### src/rtl/cswd_pkg.sv
// ----------------------------------------------------------------------------
// Capture watchdog package
// Shared widths, codes, payload and configuration types for the capture
// stall and frozen-readback watchdog.
// ----------------------------------------------------------------------------
package cswd_pkg;

	// Widths of all time values and of the successful-restart counters.
	localparam int TIME_BITS  = 48;
	localparam int COUNT_BITS = 32;

	// Frozen streak counter and configuration index widths.
	localparam int STREAK_BITS = 8;
	localparam int INDEX_BITS  = 3;

	typedef logic [TIME_BITS-1:0]   time_t;
	typedef logic [COUNT_BITS-1:0]  cnt_t;
	typedef logic [STREAK_BITS-1:0] streak_t;
	typedef logic [INDEX_BITS-1:0]  cfg_index_t;

	localparam time_t   TIME_ZERO  = '0;
	localparam cnt_t    CNT_MAX    = '1;
	localparam streak_t STREAK_MAX = '1;

	// Register reset values.
	localparam time_t   RST_STALL_LIMIT  = time_t'(2000000);
	localparam time_t   RST_COOLDOWN     = time_t'(5000000);
	localparam time_t   RST_SLOW_WARN    = time_t'(250000);
	localparam time_t   RST_FROZEN_AGE   = time_t'(2000000);
	localparam streak_t RST_STREAK_LIMIT = streak_t'(2);
	localparam time_t   RST_ESC_WINDOW   = time_t'(60000000);
	localparam time_t   RST_SLOW_WINDOW  = time_t'(1000000);

	// Configuration register indexes.
	typedef enum logic [INDEX_BITS-1:0] {
		REG_STALL_LIMIT  = 3'd0,
		REG_COOLDOWN     = 3'd1,
		REG_SLOW_WARN    = 3'd2,
		REG_FROZEN_AGE   = 3'd3,
		REG_STREAK_LIMIT = 3'd4,
		REG_ESC_WINDOW   = 3'd5,
		REG_SLOW_WINDOW  = 3'd6
	} cfg_reg_t;

	// Action codes reported with every result word.
	typedef enum logic [1:0] {
		ACT_NONE     = 2'd0,
		ACT_STALL    = 2'd1,
		ACT_FROZEN   = 2'd2,
		ACT_ESCALATE = 2'd3
	} action_t;

	// One poll tick.
	typedef struct packed {
		time_t now_us;
		logic  capture_enabled;
		logic  backend_clocked;
		time_t last_callback_us;
		time_t session_start_us;
		time_t oldest_pending_us;
		logic  restart_ok;
	} poll_t;

	// One result word.
	typedef struct packed {
		action_t action;
		logic    slow_warn;
		time_t   slow_peak_us;
		cnt_t    restarts_done;
		cnt_t    frozen_restarts_done;
	} result_t;

	// Current register settings.
	typedef struct packed {
		time_t   stall_limit_us;
		time_t   cooldown_us;
		time_t   slow_warn_us;
		time_t   frozen_age_us;
		streak_t streak_limit;
		time_t   escalation_window_us;
		time_t   slow_window_us;
	} cfg_t;

	// True when now has reached base + span, with no overflow in the sum.
	function automatic logic elapsed(time_t now, time_t base, time_t span);
		return (now >= base) && ((now - base) >= span);
	endfunction

	// Saturating increment of a restart counter.
	function automatic cnt_t sat_inc(cnt_t v);
		return (v == CNT_MAX) ? v : v + cnt_t'(1);
	endfunction

endpackage

### src/rtl/cswd_cfg.sv
// ----------------------------------------------------------------------------
// Capture watchdog configuration registers
// Holds the seven settings and takes one write per cycle. Writes to an
// index beyond the list are accepted and dropped.
// ----------------------------------------------------------------------------
module cswd_cfg (
	input  logic                  clk,
	input  logic                  arst_n,
	input  logic                  cfg_valid,
	output logic                  cfg_ready,
	input  cswd_pkg::cfg_index_t  cfg_index,
	input  cswd_pkg::time_t       cfg_data,
	output cswd_pkg::cfg_t        cfg
);

	cswd_pkg::cfg_t cfg_q;

	// The register file never pushes back.
	assign cfg_ready = 1'b1;
	assign cfg       = cfg_q;

	// Register writes.
	always_ff @(posedge clk or negedge arst_n) begin
		if (!arst_n) begin
			cfg_q.stall_limit_us       <= cswd_pkg::RST_STALL_LIMIT;
			cfg_q.cooldown_us          <= cswd_pkg::RST_COOLDOWN;
			cfg_q.slow_warn_us         <= cswd_pkg::RST_SLOW_WARN;
			cfg_q.frozen_age_us        <= cswd_pkg::RST_FROZEN_AGE;
			cfg_q.streak_limit         <= cswd_pkg::RST_STREAK_LIMIT;
			cfg_q.escalation_window_us <= cswd_pkg::RST_ESC_WINDOW;
			cfg_q.slow_window_us       <= cswd_pkg::RST_SLOW_WINDOW;
		end else if (cfg_valid) begin
			case (cfg_index)
				cswd_pkg::REG_STALL_LIMIT:  cfg_q.stall_limit_us <= cfg_data;
				cswd_pkg::REG_COOLDOWN:     cfg_q.cooldown_us <= cfg_data;
				cswd_pkg::REG_SLOW_WARN:    cfg_q.slow_warn_us <= cfg_data;
				cswd_pkg::REG_FROZEN_AGE:   cfg_q.frozen_age_us <= cfg_data;
				cswd_pkg::REG_STREAK_LIMIT: begin
					cfg_q.streak_limit <= cfg_data[cswd_pkg::STREAK_BITS-1:0];
				end
				cswd_pkg::REG_ESC_WINDOW:   cfg_q.escalation_window_us <= cfg_data;
				cswd_pkg::REG_SLOW_WINDOW:  cfg_q.slow_window_us <= cfg_data;
				default: ;
			endcase
		end
	end

endmodule

### src/rtl/cswd_core.sv
// ----------------------------------------------------------------------------
// Capture watchdog decision core
// Holds the watchdog state and computes one result word per poll tick from
// the registered tick. State moves only when the tick is handed on.
// ----------------------------------------------------------------------------
module cswd_core (
	input  logic               clk,
	input  logic               arst_n,
	input  logic               step,
	input  cswd_pkg::poll_t    item,
	input  cswd_pkg::cfg_t     cfg,
	output cswd_pkg::result_t  res
);

	cswd_pkg::time_t   last_restart_q, last_frozen_q, win_start_q, win_peak_q;
	cswd_pkg::streak_t streak_q;
	cswd_pkg::cnt_t    restarts_q, frozen_restarts_q;

	cswd_pkg::time_t   last_restart_d, last_frozen_d, win_start_d, win_peak_d;
	cswd_pkg::streak_t streak_d;
	cswd_pkg::cnt_t    restarts_d, frozen_restarts_d;

	cswd_pkg::time_t   base, peak_upd, win_base;
	cswd_pkg::streak_t streak_upd;
	logic              cool_done, win_close, refroze, frozen_act;

	// Next-state and result logic for one tick.
	always_comb begin
		last_restart_d    = last_restart_q;
		last_frozen_d     = last_frozen_q;
		win_start_d       = win_start_q;
		win_peak_d        = win_peak_q;
		streak_d          = streak_q;
		restarts_d        = restarts_q;
		frozen_restarts_d = frozen_restarts_q;

		res.action       = cswd_pkg::ACT_NONE;
		res.slow_warn    = 1'b0;
		res.slow_peak_us = cswd_pkg::TIME_ZERO;

		cool_done = (last_restart_q == cswd_pkg::TIME_ZERO) ||
			cswd_pkg::elapsed(item.now_us, last_restart_q, cfg.cooldown_us);

		// Stall rule: callback time, or session start when no callback yet.
		base = (item.last_callback_us != cswd_pkg::TIME_ZERO) ?
			item.last_callback_us : item.session_start_us;

		// Slow readback window: update the peak, then see if the window closes.
		peak_upd = ((item.oldest_pending_us >= cfg.slow_warn_us) &&
			(item.oldest_pending_us > win_peak_q)) ? item.oldest_pending_us : win_peak_q;
		win_base = (win_start_q == cswd_pkg::TIME_ZERO) ? item.now_us : win_start_q;
		win_close = (item.now_us < win_base) ||
			((item.now_us - win_base) >= cfg.slow_window_us);

		// Frozen streak, saturating at its maximum.
		if (item.oldest_pending_us >= cfg.frozen_age_us) begin
			streak_upd = (streak_q == cswd_pkg::STREAK_MAX) ?
				streak_q : streak_q + cswd_pkg::streak_t'(1);
		end else begin
			streak_upd = '0;
		end
		frozen_act = (streak_upd >= cfg.streak_limit) && cool_done;
		refroze = (last_frozen_q != cswd_pkg::TIME_ZERO) &&
			!cswd_pkg::elapsed(item.now_us, last_frozen_q, cfg.escalation_window_us);

		if (item.capture_enabled && item.backend_clocked) begin
			if ((base != cswd_pkg::TIME_ZERO) &&
				cswd_pkg::elapsed(item.now_us, base, cfg.stall_limit_us) && cool_done) begin
				last_restart_d = item.now_us;
				res.action     = cswd_pkg::ACT_STALL;
				if (item.restart_ok) begin
					restarts_d = cswd_pkg::sat_inc(restarts_q);
				end
			end
		end else if (item.capture_enabled) begin
			if (win_close) begin
				if (peak_upd >= cfg.slow_warn_us) begin
					res.slow_warn    = 1'b1;
					res.slow_peak_us = peak_upd;
				end
				win_start_d = item.now_us;
				win_peak_d  = cswd_pkg::TIME_ZERO;
			end else begin
				win_start_d = win_base;
				win_peak_d  = peak_upd;
			end

			streak_d = streak_upd;
			if (frozen_act) begin
				streak_d      = '0;
				last_frozen_d = item.now_us;
				if (refroze) begin
					res.action = cswd_pkg::ACT_ESCALATE;
				end else begin
					last_restart_d = item.now_us;
					res.action     = cswd_pkg::ACT_FROZEN;
					if (item.restart_ok) begin
						restarts_d        = cswd_pkg::sat_inc(restarts_q);
						frozen_restarts_d = cswd_pkg::sat_inc(frozen_restarts_q);
					end
				end
			end
		end

		// Counters are reported after this tick's update.
		res.restarts_done        = restarts_d;
		res.frozen_restarts_done = frozen_restarts_d;
	end

	// Watchdog state.
	always_ff @(posedge clk or negedge arst_n) begin
		if (!arst_n) begin
			last_restart_q    <= '0;
			last_frozen_q     <= '0;
			win_start_q       <= '0;
			win_peak_q        <= '0;
			streak_q          <= '0;
			restarts_q        <= '0;
			frozen_restarts_q <= '0;
		end else if (step) begin
			last_restart_q    <= last_restart_d;
			last_frozen_q     <= last_frozen_d;
			win_start_q       <= win_start_d;
			win_peak_q        <= win_peak_d;
			streak_q          <= streak_d;
			restarts_q        <= restarts_d;
			frozen_restarts_q <= frozen_restarts_d;
		end
	end

endmodule

### src/rtl/capture_stall_frozen_watchdog.sv
// ----------------------------------------------------------------------------
// Capture stall and frozen-readback watchdog
// Top level: input register, decision core, result register, configuration.
// ----------------------------------------------------------------------------
// The block takes one poll tick per clock cycle while the poll channel is not
// stalled and returns exactly one result word for each tick. The tick is
// captured in an input register, the decision core works on it and on the
// watchdog state combinationally, and the word is written into a result
// register when the tick is handed on. The word is offered from the result
// register and held there until the receiver takes it. The core updates its
// state as each tick is handed on, which lets each tick see the state left by
// the one before it. The poll channel stalls only while the result register is
// full and held by the receiver. Configuration writes are taken in every cycle
// and should be issued only while no tick is in flight.
module capture_stall_frozen_watchdog (
	input  logic                  clk,
	input  logic                  arst_n,
	input  logic                  poll_valid,
	output logic                  poll_stall,
	input  cswd_pkg::poll_t       poll,
	output logic                  result_valid,
	input  logic                  result_stall,
	output cswd_pkg::result_t     result,
	input  logic                  cfg_valid,
	output logic                  cfg_ready,
	input  cswd_pkg::cfg_index_t  cfg_index,
	input  cswd_pkg::time_t       cfg_data
);

	cswd_pkg::cfg_t    cfg;
	cswd_pkg::poll_t   item_s1;
	cswd_pkg::result_t res_d, result_q;
	logic              valid_s1, result_valid_q, advance, step, accept;

	// The tick moves on when the result register is empty or being drained.
	assign advance    = !result_valid_q || !result_stall;
	assign step       = valid_s1 && advance;
	assign poll_stall = valid_s1 && !advance;
	assign accept     = poll_valid && !poll_stall;

	assign result_valid = result_valid_q;
	assign result       = result_q;

	cswd_cfg u_cfg (
		.clk       (clk),
		.arst_n    (arst_n),
		.cfg_valid (cfg_valid),
		.cfg_ready (cfg_ready),
		.cfg_index (cfg_index),
		.cfg_data  (cfg_data),
		.cfg       (cfg)
	);

	cswd_core u_core (
		.clk    (clk),
		.arst_n (arst_n),
		.step   (step),
		.item   (item_s1),
		.cfg    (cfg),
		.res    (res_d)
	);

	// Input register control.
	always_ff @(posedge clk or negedge arst_n) begin
		if (!arst_n) begin
			valid_s1 <= 1'b0;
		end else if (accept) begin
			valid_s1 <= 1'b1;
		end else if (advance) begin
			valid_s1 <= 1'b0;
		end
	end

	// Input register payload.
	always_ff @(posedge clk) begin
		if (accept) begin
			item_s1 <= poll;
		end
	end

	// Result register control.
	always_ff @(posedge clk or negedge arst_n) begin
		if (!arst_n) begin
			result_valid_q <= 1'b0;
		end else if (step) begin
			result_valid_q <= 1'b1;
		end else if (!result_stall) begin
			result_valid_q <= 1'b0;
		end
	end

	// Result register payload.
	always_ff @(posedge clk) begin
		if (step) begin
			result_q <= res_d;
		end
	end

	// A stalled poll channel always has a tick waiting in the input register.
	a_stall_has_item: assert property (@(posedge clk) disable iff (!arst_n)
		poll_stall |-> valid_s1)
		else $error("poll stall raised with an empty input register");

	// Restart counters never move backwards from one result word to the next.
	a_counter_monotone: assert property (@(posedge clk) disable iff (!arst_n)
		(step && result_valid_q) |=>
		(result_q.restarts_done >= $past(result_q.restarts_done)) &&
		(result_q.frozen_restarts_done >= $past(result_q.frozen_restarts_done)))
		else $error("restart counter decreased");

	// Frozen restarts are a subset of all restarts.
	a_frozen_subset: assert property (@(posedge clk) disable iff (!arst_n)
		result_valid_q |-> (result_q.frozen_restarts_done <= result_q.restarts_done))
		else $error("frozen restart count exceeds total restart count");

	// The slow warning comes only from the unclocked-backend path, never with a stall restart.
	a_warn_path: assert property (@(posedge clk) disable iff (!arst_n)
		(result_valid_q && result_q.slow_warn) |-> (result_q.action != cswd_pkg::ACT_STALL))
		else $error("slow warning reported together with a stall restart");

endmodule
### config.mk
export PLATFORM = sky130hd
export DESIGN_NAME = capture_stall_frozen_watchdog
export DESIGN_NICKNAME = d
export VERILOG_FILES = /design/src/rtl/cswd_pkg.sv /design/src/rtl/cswd_cfg.sv /design/src/rtl/cswd_core.sv /design/src/rtl/capture_stall_frozen_watchdog.sv
export SDC_FILE = /design/constraint.sdc
export NUM_CORES = 2
export LEC_CHECK = 0
export ABC_AREA = 1
export BUFFER_PORTS_ARGS = -buffer_cell sky130_fd_sc_hd__buf_2
export CORE_UTILIZATION = 65
export DETAILED_ROUTE_END_ITERATION = 12
export GPL_ROUTABILITY_DRIVEN = 0
export PLACE_DENSITY_LB_ADDON = 0.05
export SYNTH_ARGS = -nofsm -noshare
export SYNTH_HDL_FRONTEND = slang
export SYNTH_SLANG_ARGS = --single-unit
### constraint.sdc
create_clock -name clk -period 15.4 [get_ports clk]
set_clock_uncertainty 0.2 [all_clocks]
set_input_delay 3.08 -clock clk [delete_from_list [all_inputs] [get_ports clk]]
set_output_delay 3.08 -clock clk [all_outputs]
set_load 0.01 [all_outputs]
==> impl_metrics.tcl <==
set metrics [dict create \
    clock_sinks 872 \
    core-area_sq_um 87300 \
    syn_area_per_cell_sq_um 7.89 \
    final_nets 8440 \
    maxSlewHeadroom_pct 23.8 \
    fmax_mhz 111 \
    worst_r2r_path_depth 38 \
    synthArstFlopShare_pct 64.4 \
    cpPeakStageDelay_ns 0.69 \
    start_kind "flip-flop" \
    netlist_area_sq_um 57700 \
    track_usage_pct 37.2 \
    drtIter0Drc 5193 \
    cts_tree "yes" \
    syn_nets 8151 \
    htreeDepth 3 \
    path_buf_inv 8 \
    cpLargestDelayFamily "compound AO/OA/AOI/OAI gates" \
    setup_tns_ns 0 \
    antenna_found_initial 8 \
    cts_resized 0 \
    worstPathRequired_ns 15.74 \
    slew_violations 0 \
    synthCells 7313 \
    numCtsBuffers 93 \
    clock_path_buffers 3 \
    clk_latency_ns 0.70 \
    tightestPinTransition_ns 1.14 \
    first_pass_iters 6 \
    worstSetupEndpointType "flip-flop" \
    synth_edf_count 310 \
    hpwl_um 128000 \
    ys_ff_latch 872 \
    hold_buffers 0 \
    io_pins 369 \
    num_rows 108 \
    area_growth_pct 10.3 \
    grt_overflow 0 \
    io_buffers 367 \
    crit_top_cell "nand2_1" \
    crit_fanout 91 \
    fin_crit_sh_pct 58.3 \
    synth_top_area_share_pct 22.3 \
    ant_nets 0 \
    cp.depth 38 \
    finalWirelength_um 169000 \
    rsz0062_at_grt "no" \
    drive_gt1_share_pct 8.64 \
    clk_pin_slew_ns 0.06 \
    design_area_sq_um 63600 \
    wire_per_inst_um 19.1 \
    fp.dieArea_sq_um 90000 \
    die_y_um 300 \
    yosysUniqueCellTypes 61 \
    hold_violations 0 \
    yosysMostFrequentCell "nand2_1" \
    synth_common_cells "nand2_1, inv_1, o21ai_0" \
    status "completed" \
    setup_violations 0 \
    root_buffer "clkbuf_16" \
    cap_violations 0 \
    synth.largest_area_cell "dfrtp_1" \
    placed_cells 8662 \
    power_leakage_nw 30.5 \
    critical_path_class "reg2reg" \
    start_util_pct 66.1 \
    p_per_area_nw_per_um2 170 \
    grt_max_degree 158 \
    synth_area_leaders "dfrtp_1, edfxtp_1, ha_1, nand2_1, inv_1" \
    worstHoldPathType "reg2reg" \
    vias 52100 \
    finalNonFillerCells 8840 \
    hold_depth 2 \
    vdd_drop_max_mv 0.158 \
    detail_route.vias_per_cell 5.89 \
    min_period_ns 8.97 \
    cts_setup_buffers 0 \
    cp.arrival_ns 9.31 \
    synth_seq_area_share_pct 40.6 \
    die_w_um 300 \
    first_global_vias 49000 \
    grt_pass1_wl_um 261000 \
    r2r_slack_ns 6.43 \
    ys.flop_type "dfrtp_1" \
    place_area_sq_um 60500 \
    yosys_warnings 0 \
    crit_slowest_cell "buf_4" \
    remaining_drc_errors 0 \
]
## worst paths after layout
| check | endpoint | from |
|---|---|---|
| worst min register to register | u_cfg.cfg[41] | u_cfg.cfg[41] |
| worst min-delay path | u_cfg.cfg[41] | u_cfg.cfg[41] |
| min in group asynchronous | u_core.win_peak_q[8] | arst_n |
| max in group asynchronous | u_core.last_frozen_q[17] | arst_n |
| worst max register to register | u_core.win_start_q[7] | u_core.win_start_q[33] |
| worst max-delay path | u_core.win_start_q[7] | u_core.win_start_q[33] |
## area by class of cell
type                       instances  area (sq um)
antenna                            4          10.0
clock buffer                     122          2560
clock inverter                    52           571
fill                            6883         23700
inverter                        1048          3940
multi-input combinational       5177         29500
sequential                       872         23400
tap                             1155          1450
timing repair buffer             410          2180
## cells by family (layout without fill, tap and decap cells)
group / after synthesis / count (layout) / synth area share (%)
simple gates: 2833 / 2833 / 20.2
other cells: 1 / 5 / 0.00650
fa+ha+maj: 587 / 587 / 12.8
compound gates: 1526 / 1526 / 14.5
xor+xnor: 230 / 230 / 3.49
flops: 872 / 872 / 40.6
buf+inv: 1264 / 1632 / 8.42
## layout by cell type (no fill, tap or decap), types with 10 or more instances in the layout
cell type and count:
nor4_1 56, a31oi_1 54, inv_1 1040, nand2_1 1832, a21o_1 28, dfrtp_1 515
nand2_2 17, a211oi_1 18, edfxtp_1 310, o21bai_1 17, clkbuf_16 94, o22ai_1 10
clkinvlp_4 13, o21ai_0 645, ha_1 583, o21ai_1 61, xor2_1 159, nand4_1 100
nor3_1 73, clkbuf_8 10, dfstp_2 47, o211ai_1 75, nand3_1 268, clkinv_2 17
nor2_1 442, o221ai_1 14, buf_4 41, a21oi_1 521, buf_2 367, o21a_1 42
clkbuf_1 18, xnor2_1 71
## power by group
part | internal, W | switching (W) | total (W) | leakage [nW]
logic | 0.00185 | 0.00339 | 0.00525 | 18.8
clock network | 0.00131 | 0.000978 | 0.00229 | 1.50
registers | 0.00291 | 0.000341 | 0.00325 | 10.2
total | 0.00608 | 0.00471 | 0.0108 | 30.5
## state kept, by name, indices dropped and copies added (netlist names)
| register | flops |
|---|---|
| u_core.last_frozen_q | 48 |
| u_core.restarts_q | 32 |
| u_core.last_restart_q | 48 |
| result | 115 |
| item_s1 | 195 |
| valid_s1 | 1 |
| u_core.win_peak_q | 48 |
| u_core.frozen_restarts_q | 32 |
| u_core.streak_q | 8 |
| result_valid | 1 |
| u_core.win_start_q | 48 |
| u_cfg.cfg | 296 |
## tightest hold or removal path: cells and delay by family, from the launching register on
kind | cells | cell delay, ns
flip-flops | 1 | 0.34
AO/OA/AOI/OAI | 1 | 0.06
AND/OR/NAND/NOR | 1 | 0.05
## per-layer routing
| metal | part of all wire (%) | global-route usage, % | vias up |
|---|---|---|---|
| met5 | 0 | 0 | - |
| met4 | 5.6 | 18.9 | 0 |
| met3 | 8.9 | 5.59 | 502 |
| met2 | 46 | 60.1 | 2560 |
| met1 | 40 | 49.0 | 24200 |
| li1 | - | - | 24900 |
## per-stage QoR
step | hold slack, ns | worst slack [ns] | total power [W] | utilization, %
after CTS | 0.288 | 6.59 | 0.0107 | 72.9
after global routing | 0.300 | 6.00 | 0.0116 | 72.9
after global placement | 0.266 | 6.79 | 0.00819 | 69.3
after detailed placement | 0.273 | 6.63 | 0.00838 | 69.3
after floorplan | 0.234 | 7.52 | 0.00692 | -
final | 0.285 | 6.43 | 0.0108 | 72.9
No activity file was read; power rests on OpenSTA's default activity.
